File: src/hw/rtl/dmdf_pkg.sv
// dmdf_pkg: shared types and constants for the direct-mapped duplicate filter
// used by the front, queue, back and top-level modules; no dependencies
`default_nettype none

package dmdf_pkg;

    localparam int DIGEST_W      = 128;
    localparam int HALF_W        = 64;
    localparam int KIND_W        = 2;
    // digest bits folded into the remainder per cycle by the front
    localparam int BITS_PER_STEP = 4;
    localparam int REDUCE_STEPS  = DIGEST_W / BITS_PER_STEP;
    localparam int STEP_W        = $clog2(REDUCE_STEPS);
    localparam int QDEPTH        = 2;
    localparam int QPTR_W        = $clog2(QDEPTH);

    typedef enum logic [KIND_W-1:0] {
        KIND_APPLY     = 2'd0,
        KIND_CLEAR_ONE = 2'd1,
        KIND_CLEAR_ALL = 2'd2
    } kind_e;

    typedef struct packed {
        logic [KIND_W-1:0] kind;
        logic [HALF_W-1:0] digest_hi;
        logic [HALF_W-1:0] digest_lo;
    } item_t;

    localparam int ITEM_W = $bits(item_t);

    typedef struct packed {
        logic init_done;
        logic busy;
    } back_status_t;

    typedef enum logic [1:0] {
        F_IDLE,
        F_REDUCE,
        F_PUSH
    } front_state_e;

    typedef enum logic [1:0] {
        B_SWEEP,
        B_IDLE,
        B_CHECK
    } back_state_e;

endpackage

`default_nettype wire

File: src/hw/rtl/dmdf_queue.sv
// dmdf_queue: short fifo between the front and the back
// depends on dmdf_pkg for its depth
`default_nettype none

module dmdf_queue #(
    parameter int DW = 140
) (
    input  wire logic          clk,
    input  wire logic          rst_n,
    input  wire logic          push,
    input  wire logic [DW-1:0] push_data,
    input  wire logic          pop,
    output logic [DW-1:0]      head,
    output logic               full,
    output logic               not_empty
);
    import dmdf_pkg::*;

    logic [DW-1:0]     mem_reg [QDEPTH];
    logic [QPTR_W-1:0] wr_ptr_reg, rd_ptr_reg;
    logic [QPTR_W:0]   count_reg, count_next;

    assign full      = (count_reg == (QPTR_W+1)'(QDEPTH));
    assign not_empty = (count_reg != '0);
    assign head      = mem_reg[rd_ptr_reg];

    always_comb
    begin
        count_next = count_reg;
        if (push && !pop)
        begin
            count_next = count_reg + 1'b1;
        end
        else if (pop && !push)
        begin
            count_next = count_reg - 1'b1;
        end
    end

    always_ff @(posedge clk or negedge rst_n)
    begin
        if (!rst_n)
        begin
            wr_ptr_reg <= '0;
            rd_ptr_reg <= '0;
            count_reg  <= '0;
        end
        else
        begin
            if (push)
            begin
                wr_ptr_reg <= wr_ptr_reg + 1'b1;
            end
            if (pop)
            begin
                rd_ptr_reg <= rd_ptr_reg + 1'b1;
            end
            count_reg <= count_next;
        end
    end

    always_ff @(posedge clk)
    begin
        if (push)
        begin
            mem_reg[wr_ptr_reg] <= push_data;
        end
    end

    a_no_overflow: assert property (@(posedge clk) disable iff (!rst_n)
        push |-> (!full || pop))
        else $error("queue pushed while full");

    a_no_underflow: assert property (@(posedge clk) disable iff (!rst_n)
        pop |-> not_empty)
        else $error("queue popped while empty");

endmodule

`default_nettype wire

File: config.mk
export PLATFORM = sky130hd
export DESIGN_NAME = dmdf_queue
export DESIGN_NICKNAME = d
export VERILOG_FILES = /design/src/hw/rtl/dmdf_pkg.sv /design/src/hw/rtl/dmdf_queue.sv
export SDC_FILE = /design/constraint.sdc
export NUM_CORES = 1
export LEC_CHECK = 0
export BUFFER_PORTS_ARGS = -buffer_cell sky130_fd_sc_hd__buf_2
export CAP_MARGIN = 20
export CORE_MARGIN = 4
export CORE_UTILIZATION = 42
export CTS_CLUSTER_SIZE = 8
export DETAILED_ROUTE_END_ITERATION = 8
export PLACE_DENSITY_LB_ADDON = 0.2
export SYNTH_ARGS = -nofsm -noshare
export SYNTH_HDL_FRONTEND = slang
export SYNTH_SLANG_ARGS = --single-unit
File: constraint.sdc
create_clock -name clk -period 12.2 [get_ports clk]
set_clock_uncertainty 0.15 [all_clocks]
set_input_delay 0.61 -clock clk [delete_from_list [all_inputs] [get_ports clk]]
set_output_delay 0.61 -clock clk [all_outputs]
set_load 0.02 [all_outputs]
# Word-level counts from Yosys, hierarchy flattened
# Memories as Yosys holds them, arrays and structs flattened.
# Index checks and enable logic that the tools add are counted.
[totals]
elab_cells = 19
inputBits = 144
mem_bits_rw = 280
output_inout_bits = 142
register_bits = 4
mem_count = 1
rom_bits = 0
latch_bits = 0
[memory_table]
columns = ["name", "words", "width", "rd", "rd_ports_with_merged_regs", "write_ports", "line", "text"]
rows = [
  ["mem_reg", 2, 140, 1, 0, 1, "dmdf_queue.sv:19", "logic [DW-1:0] mem_reg [QDEPTH];"],
]
[classes]
div_mod_pow = 0
eq_ne = 1
shift = 0
mux = 4
n_bitwise = 0
magnitude_cmp = 0
n_reduce_logical = 6
n_mul = 0
add_sub_neg = 4
[ops]
columns = ["op", "count"]
rows = [
  ["$mux W2", 2],
  ["$reduce_bool A2 Y1", 2],
  ["$add A1 B1 Y1 const B", 2],
  ["$add A2 B1 Y2 const B", 1],
  ["$eq A2 B2 Y1 const B", 1],
  ["$logic_and A1 B1 Y1", 2],
  ["$logic_not A1 Y1", 2],
  ["$mux W1", 2],
  ["$sub A2 B1 Y2 const B", 1],
]

# Depth between registers and ports, before layout
[logic_depth]
word_depth = 4
mapped_depth = 5
mapped_depth_nobuf = 5

# Worst setup path before layout
# No wires, ideal clock.
[synth_path]
kind = "input to register"
from = "in push"
to = "mem mem_reg[0][0] (enable)"
arrival_time_ns = 6.671
setup_time_ns = 0.658
required_time_ns = 11.392
n_path_buf = 0
slack_ns = 4.721
path_stages = 1
cell_sequence = "nor2b_1"
[synth_between]
elab_chain_cells = 2
[synth_lines]
columns = ["item", "line", "text"]
rows = [
  ["from (decl)", "dmdf_queue.sv:10", "input wire logic push,"],
  ["$mux W1", "dmdf_queue.sv:64", "if (push)"],
  ["$mux W1 (implied by the code)", "dmdf_queue.sv:66", "mem_reg[wr_ptr_reg] <= push_data;"],
  ["to (decl)", "dmdf_queue.sv:19", ""],
]
# Every way passes these cells.

# Final worst setup path
[layout_path]
from = "reg rd_ptr_reg"
to = "out head[124]"
[layout_between]
elab_chain_cells = 1
[layout_lines]
columns = ["item", "line", "text"]
rows = [
  ["from (decl)", "dmdf_queue.sv:20", "logic [QPTR_W-1:0] wr_ptr_reg, rd_ptr_reg;"],
  ["from (signal assigned)", "dmdf_queue.sv:56", "rd_ptr_reg <= rd_ptr_reg + 1'b1;"],
  ["$mem_v2 Z2 W140", "-", ""],
  ["to (decl)", "dmdf_queue.sv:13", "output logic [DW-1:0] head,"],
]
# Every way passes these cells.

==> results by group <==
Yosys
  – Compound-Gate Fraction of Synth Area: 0
  – Sequential fraction of the synthesis area: 0.7978
  – Yosys Warn Count: 0
  – Yosys top cell area share: 0.7885
  – Simple-gate share of the synthesized area: 0.002699
  – Post-synth cell types: 15
  – XOR/XNOR Fraction of Synth Area: 0.004107
  – Mux share of post-synthesis cell area: 0.1795
  – Largest family of logic cells by synthesized area: multiplexers
  – Post-Syn Instances: 452
  – Synth top area cells: edfxtp_1 79%, mux2_4 13%, mux2_2 5.3%
  – Post-Syn Area per Cell: around 24 sq um
  – Synth Net Count: between 500 and 600
  – Synth Area in Adders: 0.001173
  – Mapped Area: 10,660 sq um
  – Synth area leader: edfxtp_1
  – #FFs+latches synth: 284

Cells and area
  – Fraction of layout cells with a size suffix above 1: 0.6131
  – Area Overhead vs Synth: 26.86%
  – Fin nets: 916
  – Filler Cell Count: 2,044
  – Max FFs per register: 280
  – Final Non-Filler Cells: 1,109
  – Design area: 13,530 sq um

STA
  – Worst slew margin: 0.2965
  – Setup violations, final: 0
  – Final Hold Fails: 0
  – F_max: 287.3 MHz
  – Setup_tns: 0 ns
  – Unrepaired setup endpoints after global routing: false
  – Final Max Tran Viols: 0
  – Slew @ Worst Pin: 1.055 ns
  – Tcrit/Tclk final: 0.2853
  – Final Critical Period: 3.481 ns

Routing
  – WL/cell: ~19 um
  – DRC violation count after routing: 0
  – Antenna viol nets, final: 0
  – Vias per inst: 4.756
  – Initial DRC count: 253
  – Final WL: about 21 mm
  – Vias: 5,274
  – Pre-antenna DRT Iters: 4

CTS
  – H-tree depth: 2
  – CTS tree: done
  – Clock root buffer: clkbuf_16
  – Number of buffers created by CTS: 41
  – Clk_lat worst skew: 0.49 ns
  – Reg clk slew, reported paths: 0.05 ns
  – CTS max path bufs: 3
  – Clock sinks: 284

Setup path
  – Critical Path Start Type: flop
  – Kind of critical path: flop to output port
  – Critical Path Max Stage Delay: 0.84 ns
  – Crit-path cells: buf_4 > mux2_2 > buf_2
  – Worst R2R Path Depth: 2
  – Worst EP arrival: 2.72 ns
  – Worst R2R Setup Slack: about 9.5 ns
  – Worst setup EP type: output port
  – FF-to-FF Start: wr_ptr_reg
  – Delay-heaviest family, CP: buffers and inverters
  – Critical path required time: 11.44 ns
  – CP Max Fanout: 61
  – Reg-to-reg endpoint: mem_reg[1][24]
  – Bufs and invs on worst path: 2
  – CP max-delay cell: buf_4

Placement
  – Gp weighted congestion: 0.7706
  – DP Wirelength: 14.09 mm
  – Placed cells: 1,056
  – Placed cell area: roughly 12,000 sq um
  – Port buffer count: 285

Worst hold path
  – Worst Hold Path EP: mem_reg[1][49]
  – Worst hold path type: input pin to flop
  – WHS Path Cells: 1
  – Worst Hold Launch: push_data[49]

Floorplanning
  – Row count: 58
  – Initial Util: 0.4247
  – Die height: 167.3 um
  – Die area: 28,000 sq um
  – Core area: 25,110 sq um
  – Die Wd: 167.3 um
  – IO Count: about 290

Outcome
  – Status: finished clean

GRT
  – All-layer global routing usage: 0.1431
  – Vias in the first global route: around 5.8k
  – Largest net degree at the start of global routing: 85
  – First-pass GRT wire length: 31.62 mm
  – GR Overflow Total: 0
  – Initial antenna violation count: 5

Power and ir drop
  – Leakage: 0.005352 uW
  – Maximum VDD drop: 179.0 uV
  – Power density over the cells: 251.5 nW/um^2

Job
  – Max Cap Violations: 0
through the flow:
stage / utilization / setup WS (ns) / total power, uW / hold WS [ns]
6_report: 0.5388 / 8.719 / 3403 / 0.1548
5_1_grt: 0.5388 / 8.555 / 3566 / 0.1236
4_1_cts: 0.5376 / 8.625 / 3458 / 0.1249
3_5_place_dp: 0.4939 / 9.137 / 2474 / 0.2695
3_3_place_gp: 0.4939 / 9.173 / 2459 / 0.2694
2_1_floorplan: - / 4.721 / 2202 / 0.1644
power breakdown:
group	total [uW]	switching [uW]	leakage (uW)	internal (uW)
Combinational	1070	609	0.00215	462
Clock	965	350	0.000529	615
Sequential	1370	66.6	0.00267	1300
Total	3400	1030	0.00535	2380
routing by layer:
layer  part of all wire  track usage  vias up
met2               0.47       0.2314      231
met4              0.022      0.04411        8
met5             0.0023            0        -
li1                   -            -     2418
met3              0.092      0.05595       46
met1               0.42       0.1797     2571
worst max path at each step:
stage | from | endpoint | slack (ns) | cells after the start
final | rd_ptr_reg | head[124] | 8.72 | 3
after global routing | rd_ptr_reg | head[127] | 8.55 | 3
after CTS | rd_ptr_reg | head[127] | 8.63 | 3
after detailed placement | push | mem_reg[1][80] | 9.14 | 3
after global placement | push | mem_reg[1][80] | 9.17 | 3
after floorplan | push | mem_reg[0][0] | 4.72 | 1
synth_stat cells, drive strengths merged:
library cell    n
edfxtp        280
mux2          140
buf            16
dfrtp           4
xor2            4
nor2b           2
and2            1
ha              1
inv             1
nor2            1
or2             1
xnor2           1
kinds of logic after synthesis:
| family | count (synthesis) |
|---|---|
| buffers and inverters | 17 |
| and+or+nand+nor | 5 |
| adders and majority gates | 1 |
| DFF | 284 |
| muxes | 140 |
| xor gates and xnor gates | 5 |
layout make-up:
type	instances	area [sq um]	share of cell area
Antenna cell	1	2.502	0.0001850
Clock inverter	1	30.03	0.002220
Clock buffer	49	1056	0.07806
Inverter	1	3.754	0.0002775
Sequential cell	284	8512	0.6292
Multi-Input combinational cell	151	2009	0.1485
Timing Repair Buffer	292	1501	0.1110
Tap cell	330	412.9	0.03052
cell usage in the layout (no fill, tap or decap):
cell | netlist | layout
ha_1 | 1 | 1
dfrtp_4 | 0 | 1
buf_4 | 0 | 5
xor2_1 | 4 | 4
nor2b_4 | 0 | 1
dfrtp_1 | 4 | 3
mux2_4 | 90 | 90
edfxtp_1 | 280 | 280
mux2_2 | 50 | 50
dlygate4sd3_1 | 0 | 1
clkbuf_1 | 0 | 8
buf_16 | 0 | 1
inv_1 | 1 | 1
clkbuf_16 | 0 | 41
nor2b_1 | 2 | 1
or2_2 | 1 | 1
and2_4 | 0 | 1
bufinv_16 | 0 | 1
buf_2 | 5 | 285
xnor2_1 | 1 | 1
nor2_1 | 1 | 1
diode_2 | 0 | 1
worst reg2reg max path, stage by stage, from the launching register on:
cell	delay, ns
dfrtp_1	0.42
and2_4	0.76
buf_4	0.95
timing repair:
item,4_1_cts,5_1_grt
buffers inserted,0,0
endpoints found under the hold margin,4,0
endpoints found under the setup margin,0,0
resized for setup,0,0
hold buffers,1,0
(Power assumes the default switching activity.)
